--- src/rtl/core/swsd_pkg.sv ---
// Shared types and constants for the moving standard deviation block.
// Holds field widths, controller states and the controller/datapath command
// and status structs. No dependencies.
package swsd_pkg;

  localparam int SAMPLE_W = 16;
  localparam int DEV_W    = 16;
  localparam int HELD_W   = 6;
  localparam int IN_TDATA_W  = 16;
  localparam int OUT_TDATA_W = 24;

  typedef enum logic [2:0] {
    ST_IDLE,
    ST_FETCH,
    ST_UPDATE,
    ST_MSTART,
    ST_MUL,
    ST_SQRT,
    ST_DIV,
    ST_FINISH
  } state_t;

  typedef struct packed {
    logic load_in;
    logic fetch;
    logic update;
    logic mul_start;
    logic mul_step;
    logic sqrt_start;
    logic sqrt_step;
    logic div_start;
    logic div_step;
    logic out_load;
  } cmd_t;

  typedef struct packed {
    logic ge2;
    logic iter_done;
  } status_t;

endpackage

--- src/rtl/core/sliding_window_std_dev.sv ---
// Moving population standard deviation over the last WINDOW signed Q1.15
// samples; one result word per input word. Each word passes through idle,
// fetch, update and start; then the shift-add multiplier runs one bit of the
// count per cycle, the square root one result bit per cycle and the divider
// one quotient bit per cycle, and finish hands the result over. Under two
// held samples the maths is skipped and the deviation reads zero.
// One word is in work at a time; a finished result sits in the output register
// while the next input word is taken, and a held-off output stalls the finish.
// Depends on swsd_pkg, swsd_ctrl, swsd_dp, swsd_ram.
module sliding_window_std_dev #(
  parameter int WINDOW = 50
) (
  input  logic                             clk,
  input  logic                             rst,
  input  logic                             s_tvalid,
  output logic                             s_tready,
  input  logic [swsd_pkg::IN_TDATA_W-1:0]  s_tdata,   // [15:0] sample
  output logic                             m_tvalid,
  input  logic                             m_tready,
  output logic [swsd_pkg::OUT_TDATA_W-1:0] m_tdata    // [15:0] deviation,
                                                      // [21:16] samples_held,
                                                      // [23:22] zero
);

  swsd_pkg::cmd_t    cmd;
  swsd_pkg::status_t status;
  logic [swsd_pkg::DEV_W-1:0]  deviation;
  logic [swsd_pkg::HELD_W-1:0] samples_held;

  swsd_ctrl u_ctrl (
    .clk      (clk),
    .rst      (rst),
    .s_tvalid (s_tvalid),
    .s_tready (s_tready),
    .m_tvalid (m_tvalid),
    .m_tready (m_tready),
    .cmd      (cmd),
    .status   (status)
  );

  swsd_dp #(
    .WINDOW (WINDOW)
  ) u_dp (
    .clk          (clk),
    .rst          (rst),
    .cmd          (cmd),
    .status       (status),
    .sample_in    (s_tdata[swsd_pkg::SAMPLE_W-1:0]),
    .deviation    (deviation),
    .samples_held (samples_held)
  );

  assign m_tdata = {2'b00, samples_held, deviation};

`ifndef ASSERT_OFF
  a_one_cmd: assert property (@(posedge clk) disable iff (rst) $onehot0(cmd))
    else $error("more than one datapath command in a cycle");

  a_no_overwrite: assert property (@(posedge clk) disable iff (rst)
    cmd.out_load |-> !(m_tvalid && !m_tready))
    else $error("result loaded over a pending word");

  a_one_in_flight: assert property (@(posedge clk) disable iff (rst)
    (s_tvalid && s_tready) |=> !s_tready)
    else $error("input taken while a word is in work");

  a_iter_idle: assert property (@(posedge clk) disable iff (rst)
    cmd.out_load |-> status.iter_done)
    else $error("result loaded with an iteration still running");
`endif

endmodule

--- src/rtl/core/swsd_ram.sv ---
// Generic single-write, single-read RAM with registered read data.
// No dependencies.
module swsd_ram #(
  parameter int WIDTH = 16,
  parameter int DEPTH = 50
) (
  input  logic                     clk,
  input  logic                     we,
  input  logic [$clog2(DEPTH)-1:0] waddr,
  input  logic [WIDTH-1:0]         wdata,
  input  logic                     re,
  input  logic [$clog2(DEPTH)-1:0] raddr,
  output logic [WIDTH-1:0]         rdata
);

  logic [WIDTH-1:0] mem [DEPTH];

  always_ff @(posedge clk) begin
    if (we) begin
      mem[waddr] <= wdata;
    end
    if (re) begin
      rdata <= mem[raddr];
    end
  end

endmodule

--- src/rtl/core/swsd_ctrl.sv ---
// Controller state machine for the moving standard deviation block.
// Sequences fetch, update, multiply, square root and divide; owns output valid.
// Depends on swsd_pkg.
module swsd_ctrl (
  input  logic             clk,
  input  logic             rst,
  input  logic             s_tvalid,
  output logic             s_tready,
  output logic             m_tvalid,
  input  logic             m_tready,
  output swsd_pkg::cmd_t   cmd,
  input  swsd_pkg::status_t status
);

  swsd_pkg::state_t state, state_next;
  logic out_valid, out_valid_next;

  always_ff @(posedge clk) begin
    if (rst) begin
      state     <= swsd_pkg::ST_IDLE;
      out_valid <= 1'b0;
    end else begin
      state     <= state_next;
      out_valid <= out_valid_next;
    end
  end

  always_comb begin
    state_next = state;
    cmd        = '0;
    case (state)
      swsd_pkg::ST_IDLE: begin
        if (s_tvalid) begin
          cmd.load_in = 1'b1;
          state_next  = swsd_pkg::ST_FETCH;
        end
      end
      swsd_pkg::ST_FETCH: begin
        cmd.fetch  = 1'b1;
        state_next = swsd_pkg::ST_UPDATE;
      end
      swsd_pkg::ST_UPDATE: begin
        cmd.update = 1'b1;
        state_next = swsd_pkg::ST_MSTART;
      end
      swsd_pkg::ST_MSTART: begin
        // under two samples the deviation is forced to zero, skip the maths
        if (status.ge2) begin
          cmd.mul_start = 1'b1;
          state_next    = swsd_pkg::ST_MUL;
        end else begin
          state_next = swsd_pkg::ST_FINISH;
        end
      end
      swsd_pkg::ST_MUL: begin
        if (status.iter_done) begin
          cmd.sqrt_start = 1'b1;
          state_next     = swsd_pkg::ST_SQRT;
        end else begin
          cmd.mul_step = 1'b1;
        end
      end
      swsd_pkg::ST_SQRT: begin
        if (status.iter_done) begin
          cmd.div_start = 1'b1;
          state_next    = swsd_pkg::ST_DIV;
        end else begin
          cmd.sqrt_step = 1'b1;
        end
      end
      swsd_pkg::ST_DIV: begin
        if (status.iter_done) begin
          state_next = swsd_pkg::ST_FINISH;
        end else begin
          cmd.div_step = 1'b1;
        end
      end
      swsd_pkg::ST_FINISH: begin
        if (!out_valid || m_tready) begin
          cmd.out_load = 1'b1;
          state_next   = swsd_pkg::ST_IDLE;
        end
      end
      default: begin
        state_next = swsd_pkg::ST_IDLE;
      end
    endcase
  end

  assign out_valid_next = cmd.out_load | (out_valid & ~m_tready);
  assign s_tready       = (state == swsd_pkg::ST_IDLE);
  assign m_tvalid       = out_valid;

endmodule

--- src/rtl/core/swsd_dp.sv ---
// Datapath for the moving standard deviation block: sample ring, running sums,
// shift-add multiplier, bitwise square root and restoring divider.
// Depends on swsd_pkg and swsd_ram.
module swsd_dp #(
  parameter int WINDOW = 50
) (
  input  logic                           clk,
  input  logic                           rst,
  input  swsd_pkg::cmd_t                 cmd,
  output swsd_pkg::status_t              status,
  input  logic [swsd_pkg::SAMPLE_W-1:0]  sample_in,
  output logic [swsd_pkg::DEV_W-1:0]     deviation,
  output logic [swsd_pkg::HELD_W-1:0]    samples_held
);

  localparam int SW   = $clog2(WINDOW);
  localparam int CW   = $clog2(WINDOW + 1);
  localparam int SUMW = swsd_pkg::SAMPLE_W + CW;
  localparam int MAGW = SUMW - 1;
  localparam int SQW  = 2 * swsd_pkg::SAMPLE_W - 2 + CW;
  localparam int PW   = SQW + CW;
  localparam int RW   = (PW + 1) / 2;
  localparam int IW   = $clog2(RW + 1);

  // ring and running state
  logic [SW-1:0]                       slot;
  logic [CW-1:0]                       count;
  logic signed [SUMW-1:0]              sum;
  logic [SQW-1:0]                      sqsum;
  logic signed [swsd_pkg::SAMPLE_W-1:0] sample_q;
  logic signed [swsd_pkg::SAMPLE_W-1:0] old_q;
  logic signed [swsd_pkg::SAMPLE_W-1:0] ram_rdata;
  logic [2*swsd_pkg::SAMPLE_W-2:0]     sq_new;
  logic [2*swsd_pkg::SAMPLE_W-2:0]     sq_old;
  logic signed [2*swsd_pkg::SAMPLE_W-1:0] sq_new_full;
  logic signed [2*swsd_pkg::SAMPLE_W-1:0] sq_old_full;
  logic                                full;

  // arithmetic
  logic [IW-1:0]       iter;
  logic [SUMW-1:0]     sum_abs;
  logic [MAGW-1:0]     mag;
  logic [PW-1:0]       mag_sq;
  logic [PW-1:0]       acc;
  logic [PW-1:0]       mcand;
  logic [CW-1:0]       mplier;
  logic [2*RW-1:0]     rad;
  logic [RW+1:0]       rem;
  logic [RW-1:0]       root;
  logic [RW+1:0]       rem_sh;
  logic [RW+1:0]       trial;
  logic [RW-1:0]       dvd;
  logic [CW:0]         drem;
  logic [CW:0]         dtrial;

  swsd_ram #(
    .WIDTH (swsd_pkg::SAMPLE_W),
    .DEPTH (WINDOW)
  ) u_ring (
    .clk   (clk),
    .we    (cmd.update),
    .waddr (slot),
    .wdata (sample_q),
    .re    (cmd.load_in),
    .raddr (slot),
    .rdata (ram_rdata)
  );

  assign full        = (count == CW'(WINDOW));
  assign sq_new_full = sample_q * sample_q;
  assign sq_old_full = ram_rdata * ram_rdata;
  assign sum_abs     = sum[SUMW-1] ? (~sum + 1'b1) : sum;
  assign rem_sh      = {rem[RW-1:0], rad[2*RW-1 -: 2]};
  assign trial       = {root, 2'b01};
  assign dtrial      = {drem[CW-1:0], dvd[RW-1]};

  always_ff @(posedge clk) begin
    if (rst) begin
      slot  <= '0;
      count <= '0;
      sum   <= '0;
      sqsum <= '0;
      iter  <= '0;
    end else begin
      if (cmd.update) begin
        // evict the oldest word once the window is full
        sum   <= sum - (full ? SUMW'(old_q) : '0) + SUMW'(sample_q);
        sqsum <= sqsum - (full ? SQW'(sq_old) : '0) + SQW'(sq_new);
        slot  <= (slot == SW'(WINDOW - 1)) ? '0 : slot + 1'b1;
        if (!full) begin
          count <= count + 1'b1;
        end
      end
      if (cmd.mul_start) begin
        iter <= IW'(CW);
      end else if (cmd.sqrt_start || cmd.div_start) begin
        iter <= IW'(RW);
      end else if (cmd.mul_step || cmd.sqrt_step || cmd.div_step) begin
        iter <= iter - 1'b1;
      end
    end
  end

  always_ff @(posedge clk) begin
    if (cmd.load_in) begin
      sample_q <= sample_in;
    end
    if (cmd.fetch) begin
      old_q  <= ram_rdata;
      sq_new <= sq_new_full[2*swsd_pkg::SAMPLE_W-2:0];
      sq_old <= sq_old_full[2*swsd_pkg::SAMPLE_W-2:0];
    end

    // n * S2 by shift and add; S1 squared on the side
    if (cmd.mul_start) begin
      acc    <= '0;
      mcand  <= PW'(sqsum);
      mplier <= count;
      mag    <= sum_abs[MAGW-1:0];
    end else if (cmd.mul_step) begin
      if (mplier[0]) begin
        acc <= acc + mcand;
      end
      mcand  <= mcand << 1;
      mplier <= mplier >> 1;
      mag_sq <= PW'(mag * mag);
    end

    // one root bit per step
    if (cmd.sqrt_start) begin
      rad  <= (acc > mag_sq) ? (2*RW)'(acc - mag_sq) : '0;
      rem  <= '0;
      root <= '0;
    end else if (cmd.sqrt_step) begin
      rad <= rad << 2;
      if (rem_sh >= trial) begin
        rem  <= rem_sh - trial;
        root <= {root[RW-2:0], 1'b1};
      end else begin
        rem  <= rem_sh;
        root <= {root[RW-2:0], 1'b0};
      end
    end

    // restoring divide of the root by n, quotient shifts into dvd
    if (cmd.div_start) begin
      dvd  <= root;
      drem <= '0;
    end else if (cmd.div_step) begin
      if (dtrial >= {1'b0, count}) begin
        drem <= dtrial - {1'b0, count};
        dvd  <= {dvd[RW-2:0], 1'b1};
      end else begin
        drem <= dtrial;
        dvd  <= {dvd[RW-2:0], 1'b0};
      end
    end

    if (cmd.out_load) begin
      deviation    <= status.ge2 ? dvd[swsd_pkg::DEV_W-1:0] : '0;
      samples_held <= swsd_pkg::HELD_W'(count);
    end
  end

  assign status.ge2       = (count >= CW'(2));
  assign status.iter_done = (iter == '0);

endmodule

--- config.mk ---
export PLATFORM = sky130hd
export DESIGN_NAME = sliding_window_std_dev
export DESIGN_NICKNAME = d
export VERILOG_FILES = /design/src/rtl/core/swsd_pkg.sv /design/src/rtl/core/sliding_window_std_dev.sv /design/src/rtl/core/swsd_ram.sv /design/src/rtl/core/swsd_ctrl.sv /design/src/rtl/core/swsd_dp.sv
export SDC_FILE = /design/constraint.sdc
export NUM_CORES = 2
export LEC_CHECK = 0
export CAP_MARGIN = 0
export CORE_MARGIN = 2
export CORE_UTILIZATION = 38
export DETAILED_ROUTE_END_ITERATION = 6
export DONT_BUFFER_PORTS = 1
export GPL_ROUTABILITY_DRIVEN = 0
export HOLD_SLACK_MARGIN = 0.03
export SLEW_MARGIN = 20
export SYNTH_ARGS = -nofsm -noshare
export SYNTH_HDL_FRONTEND = slang
export SYNTH_HIERARCHICAL = 1
export SYNTH_SLANG_ARGS = --single-unit
--- constraint.sdc ---
create_clock -name clk -period 8.3 [get_ports clk]
set_clock_uncertainty 0.2 [all_clocks]
set_input_delay 1.66 -clock clk [delete_from_list [all_inputs] [get_ports clk]]
set_output_delay 1.66 -clock clk [all_outputs]
set_load 0.01 [all_outputs]
# [After elaboration in Yosys (flattened, before gate mapping)]
# Memories as Yosys holds them, arrays and structs flattened. A register that Yosys moved wholly into a read port is not among the register bits.
# Index checks and enable logic that the tools add are counted.
[op_classes] bitwise_logic=6 eq_ne=14 shift=0 reduce_logical=18 div=0 muxes=42 add_sub_neg=12 order_cmp=4 n_mul=3
[ops] operator="two-way mux 42 bit" count=3
[ops] operator="two-way mux 21 bit" count=4
[ops] operator="two-way mux 36 bit" count=2
[ops] operator="multiplier 16 x 16 -> 31 bit" count=2
[ops] operator="adder 42 bit" count=1
[ops] operator="> comparator 42 bit" count=1
[ops] operator="multiplier 21 x 21 -> 42 bit" count=1
[ops] operator="subtractor 42 bit" count=1
[ops] operator="adder 36 x 31 -> 36 bit" count=1
[ops] operator="subtractor 36 bit" count=1
[ops] operator="two-way mux 31 bit" count=1
[ops] operator="two-way mux 6 bit" count=4
[ops] operator="case mux 3 bit (8 select lines)" count=1
[ops] operator="greater-or-equal comparator 23 bit" count=1
[ops] operator="adder 22 bit" count=1
[ops] operator="two-way mux 22 bit" count=1
[ops] operator="subtractor 22 bit" count=1
[ops] operator="adder 21 x 1 -> 21 bit (second input constant)" count=1
[ops] operator="NOT 21 bit" count=1
[ops] operator="subtractor 21 bit" count=1
[ops] operator="two-way mux 3 bit" count=6
[ops] operator="two-way mux 1 bit" count=15
[ops] operator="adder 6 x 1 -> 6 bit (second input constant)" count=2
[ops] operator="== test 3 bit (second input constant)" count=4
[ops] operator="24 further kinds" count=42
[word_totals] register_bits=459 latchBits=0 out_inout_bits=26 ram_bits=800 inputBits=20 mem_count=1 word_cells=126 rom_bits=0
[mem_list] memory="u_dp.u_ring.mem" words=50 word_bits=16 read_ports=1 rd_clocked_by_memory_dff=1 wr=1 line_no="swsd_ram.sv:16" source="logic [WIDTH-1:0] mem [DEPTH];"

# [Longest topological paths before layout]
[depth] ltp_word=8 mapped_depth=28 depth_no_buf=27

# [By module]
# The synthesis kept the hierarchy.
[modules_own_cells] module="swsd_dp" seq_area_each_um2=11831.3 area_per_inst_um2=56350.3 cells_per_inst=5909 n_inst=1
[modules_own_cells] module="swsd_ram" seq_area_each_um2=24503.5 area_per_inst_um2=31854.3 cells_per_inst=1650 n_inst=1
[modules_own_cells] module="swsd_ctrl" seq_area_each_um2=80.1 area_per_inst_um2=277.8 cells_per_inst=36 n_inst=1
[modules_own_cells] module="sliding_window_std_dev" seq_area_each_um2=0.0 area_per_inst_um2=18.8 cells_per_inst=3 n_inst=1

# [Worst setup path after synthesis]
# OpenSTA, ideal clock, no wires.
[synth_timing] kind="flip-flop to flip-flop" startpoint="register u_dp/sample_q[15] in the netlist's numbering" endpoint="register u_dp/sq_new[29] in the netlist's numbering, data pin" required_ps=7842 stages_incl_launch_ff=21 synth_period_minus_slack_ps=7352 slack_ps=948 setup_time_ps=258 arrival_ps=6894 path_buffers=2 cell_sequence="edfxtp_1 -> clkbuf_1 -> inv_1 -> buf_1 -> nor2_1 -> fa_1 -> fa_1 -> inv_1 -> fa_1 -> fa_1 -> fa_1 -> fa_1 -> inv_1 -> ha_1 -> and3_1 -> a221o_1 -> a31oi_1 -> a21oi_1 -> or3_1 -> a21oi_1 -> xnor2_1"
[synth_between] elab_chain_len=1
[synth_lines] element="start: declaration" line_no="swsd_dp.sv:30" source="logic signed [swsd_pkg::SAMPLE_W-1:0] sample_q;"
[synth_lines] element="start signal: assignment" line_no="swsd_dp.sv:106" source="sample_q <= sample_in;"
[synth_lines] element="multiplier 16 x 16 -> 31 bit" line_no="swsd_dp.sv:70" source="assign sq_new_full = sample_q * sample_q;"
[synth_lines] element="via u_dp.sq_new_full (one bit)" line_no="swsd_dp.sv:35" source="logic signed [2*swsd_pkg::SAMPLE_W-1:0] sq_new_full;"
[synth_lines] element="end signal: assignment" line_no="swsd_dp.sv:110" source="sq_new <= sq_new_full[2*swsd_pkg::SAMPLE_W-2:0];"
[synth_lines] element="end: declaration" line_no="swsd_dp.sv:33" source="logic [2*swsd_pkg::SAMPLE_W-2:0] sq_new;"
# The timed path passes the listed nets, and every way through them passes these cells.
# A chain may end at the register's enable or synchronous reset.

# [Final worst setup path]
[layout_timing] startpoint="register u_dp.mag[5]" endpoint="register u_dp.mag_sq[41], data pin"
[layout_between] elab_chain_len=1
[layout_lines] element="start: declaration" line_no="swsd_dp.sv:42" source="logic [MAGW-1:0] mag;"
[layout_lines] element="start signal: assignment" line_no="swsd_dp.sv:119" source="mag <= sum_abs[MAGW-1:0];"
[layout_lines] element="multiplier 21 x 21 -> 42 bit" line_no="swsd_dp.sv:126" source="mag_sq <= PW'(mag * mag);"
[layout_lines] element="end signal: assignment" line_no="swsd_dp.sv:126"
[layout_lines] element="end: declaration" line_no="swsd_dp.sv:43" source="logic [PW-1:0] mag_sq;"
# Every way passes these cells.

==> impl_metrics.yaml <==
detailed_routing:
  drt-wirelength-per-cell_um: 20.1
  detail_route.iter0.violations: 3730
  antenna_violating_nets_post_route: 0
  drt_first_pass_iters: 5
  vias_per_cell: 5.18
  route.vias.total: 55700
  detail_route.wirelength_mm: 217
  drc_markers: 0
global_routing:
  grt_pass1_vias: 57900
  grt_max_degree: 109
  antenna_found_initial: 12
  grt-ovfl-total: 0
  grt_use_total_pct: 18.3
  grt_first_pass_wirelength_mm: 337
clock_network:
  cts.sinks: 1271
  clock_tree_from_tritoncts: "yes"
  cts.htree.levels: 4
  cts.clk_slew.worst_paths_ns: 0.06
  max-clock-path-buffers: 3
  hold_buffers: 0
  tritoncts.num_buffers: 140
  clock_insertion_delay_worst_skew_ns: 0.80
  cts_root_buf: "clkbuf_16"
floorplanning:
  io_pins: 46
  fp.dieH_um: 487
  placementRows: 177
  die_area_um2: 237000
  floorplan.initialDensity_pct: 38.1
  fp.dieW_um: 487
  core-area_um2: 232000
yosys:
  synth_top_family_by_area: "adder cells"
  post_synth_mux_area_share_pct: 6.47
  synthSimpleGateAreaFrac_pct: 8.08
  netlist.area_leader.share_pct: 37.2
  number_of_enable_flip_flop_cells_after_synthesis: 1096
  synth-adder-area-share_pct: 25.7
  syn_area_per_cell_um2: 11.6
  syn-instance-count: 7598
  synth_compound_area_share_pct: 8.35
  synthXorXnorAreaFrac_pct: 2.81
  synth.lib_cells_used.distinct: 113
  synth.ff_latch_count: 1271
  post_synth_instance_area_um2: 88500
  synth_async_sr_flop_share_pct: 0
  synthFlopType: "edfxtp_1"
  yosysWarnings: 6
  yosys-top-cells-area: "edfxtp_1 37%, fa_1 19%, ha_1 7.0%"
  netlist.top_cell.by_area: "edfxtp_1"
  sequential_fraction_of_the_synthesis_area_pct: 41.1
cells_and_area:
  area_delta_synth_final_pct: 9.48
  fin_nets: 8942
  fill_cells: 21700
  post_layout_nonfiller_instances: 10800
  post_route_cells_drive_above_1_share_pct: 7.77
worst_hold_path:
  min_path_cells: 2
  min_from: "u_dp/acc[0]"
  worstHoldPathType: "flop to flop"
  whs_endpoint: "u_dp/acc[0]"
setup_path:
  worst_r2r_startpoint: "u_dp/mag[5]"
  largest_stage_delay_on_the_critical_path_ns: 0.69
  worstRegToRegCells: 24
  required_time_worst_endpoint_ns: 8.62
  crit_top_cell: "fa_1"
  worst_setup_path_end_kind: "flop"
  cp_data_arrival_time_ns: 8.17
  setup.reg_to_reg.worst_slack_ns: 0.45
  crit_slowest_cell: "edfxtp_1"
  crit_chain: "buf_4 > and2_1 > fa_1 > fa_1 > inv_1 > fa_1 > inv_1 > fa_1 > fa_1 > fa_1 > inv_1 > fa_1 > inv_1 > ha_1 > and4_1 > and3_1 > a221oi_1 > o21ai_0 > o31ai_1 > o21ai_1 > a21oi_2 > o211ai_1 > a31oi_1 > xnor2_1"
  worstReg2RegEnd: "u_dp/mag_sq[41]"
  critPathMaxFanout: 12
  worstSetupPathType: "flop to flop"
  worstSetupStartpointType: "flop"
sta:
  worstMarginPinSlew_ns: 1.14
  rsz0062_at_grt: "no"
  tns_ns: 0
  maxSlewViolCount: 0
  max_freq_ghz: 0.127
  relSlewSlack_pct: 24.0
  period_needed_ns: 7.85
  holdWs_ns: 0.279
  timing.final.hold_violations: 0
  finalCritPeriodShare_pct: 94.6
  setup-violations-final: 0
status:
  status: "complete, no violations"
placement:
  post-place-cells: 10500
  port_buffers: 0
  dp_hpwl_mm: 158
run:
  max_cap_violation_count: 0
==> area by class of cell <==
| cell class | instances | area [µm²] | area share (%) |
|---|---|---|---|
| sequential | 1271 | 36400 | 37.6 |
| tap | 3043 | 3810 | 3.93 |
| inverter | 1390 | 5220 | 5.38 |
| clock inverter | 80 | 952 | 0.983 |
| multi-input combinational | 4664 | 45700 | 47.2 |
| clock buffer | 171 | 3760 | 3.88 |
| timing repair buffer | 133 | 1040 | 1.07 |
| antenna | 1 | 2.50 | 0.00258 |
==> critical path, delay by kind of cell, from the launching register on <==
family          cells  cell delay (ns)
compound gates      7             1.71
xor+xnor            1             0.09
fa+ha+maj           8             3.72
buf+inv             5             0.46
flops               1             0.69
simple gates        3             0.71
==> placed cells by master (no fill, tap or decap), drive strengths merged, types with 41 or more instances in the layout <==
master / instances
ha: 494
inv: 1396
a21oi: 273
nand2b: 55
a31oi: 53
nand2: 445
a21o: 132
nor2b: 44
and2: 208
buf: 133
o21a: 41
o21ai: 118
nand3: 71
nand4: 45
edfxtp: 1096
mux2: 70
xnor2: 193
clkbuf: 171
dfxtp: 175
mux2i: 381
mux4: 50
xor2: 91
a211oi: 78
nor2: 409
nor3: 68
o22ai: 55
clkinv: 55
a22oi: 87
fa: 828
==> worst max-delay path by stage <==
stage                 startpoint               to  slack [ns]  depth (start not counted)
3_3_place_gp         u_dp/mag[6]  u_dp/mag_sq[41]        0.55                         23
5_1_grt              u_dp/mag[5]  u_dp/mag_sq[41]        0.05                         24
2_1_floorplan  u_dp/sample_q[15]  u_dp/sq_new[29]        0.95                         20
4_1_cts              u_dp/mag[6]  u_dp/mag_sq[41]        0.43                         23
3_5_place_dp         u_dp/mag[6]  u_dp/mag_sq[41]        0.45                         23
6_report             u_dp/mag[5]  u_dp/mag_sq[41]        0.45                         24
==> synth_stat cells (36+ instances only) <==
library cell / number
a22oi_1: 87
ha_1: 494
xor2_1: 91
a22o_1: 38
nor2b_1: 44
o21bai_1: 36
mux2_2: 69
nor2_1: 407
a31oi_1: 51
fa_1: 828
o21a_1: 41
dfxtp_1: 175
mux4_2: 50
a21o_1: 132
nand4_1: 45
o21ai_0: 97
edfxtp_1: 1096
nand3_1: 71
a21oi_1: 266
inv_1: 1382
mux2i_1: 381
and2_1: 207
clkbuf_1: 183
nand2_1: 445
xnor2_1: 193
nand2b_1: 55
a211oi_1: 75
o22ai_1: 54
nor3_1: 66
and3_1: 38
==> layer usage <==
metal / track usage, % / wire [µm] / vias up
li1: - / - / 25700
met1: 23.7 / 92300 / 28400
met2: 31.8 / 108000 / 1321
met3: 2.41 / 10100 / 303
met4: 5.51 / 6300 / 2
met5: 0 / 9 / -
==> cell families (layout without fill, tap and decap cells) <==
| kind of cell | count (synthesis) | in the layout |
|---|---|---|
| DFF | 1271 | 1271 |
| muxes | 501 | 501 |
| adders and majority gates | 1322 | 1322 |
| and+or+nand+nor | 1487 | 1487 |
| other | 2 | 4 |
| xor gates and xnor gates | 284 | 284 |
| buffers and inverters | 1664 | 1774 |
| AOI/OAI and AO/OA | 1067 | 1067 |
==> sequential cells by signal, indices dropped and copies added, names as in the netlist, 21 cells and up <==
register / count
u_dp/sq_old: 29
u_dp/mag_sq: 41
u_dp/root: 21
u_dp/mag: 21
u_dp/rad: 42
u_dp/sqsum: 36
u_dp/mcand: 42
u_dp/sum: 22
u_dp/acc: 42
u_dp/sq_new: 30
u_dp/rem: 21
u_dp/dvd: 21
u_dp/u_ring/mem: 800
==> through the flow <==
step	instance area (µm²)	setup WS, ns	utilization, %
after CTS	96800	0.429	41.7
after floorplan	88500	0.948	-
after global routing	96900	0.0471	41.7
after detailed placement	92100	0.452	39.7
after global placement	92100	0.549	39.7
final	96900	0.446	41.7
==> timing repair <==
action,CTS,global route
setup buffers,0,3
resized for setup,0,0
endpoints found under the setup margin,0,2
Power is not shown: default switching activity piles up to over one toggle a cycle in this logic, so the estimate is an artifact.
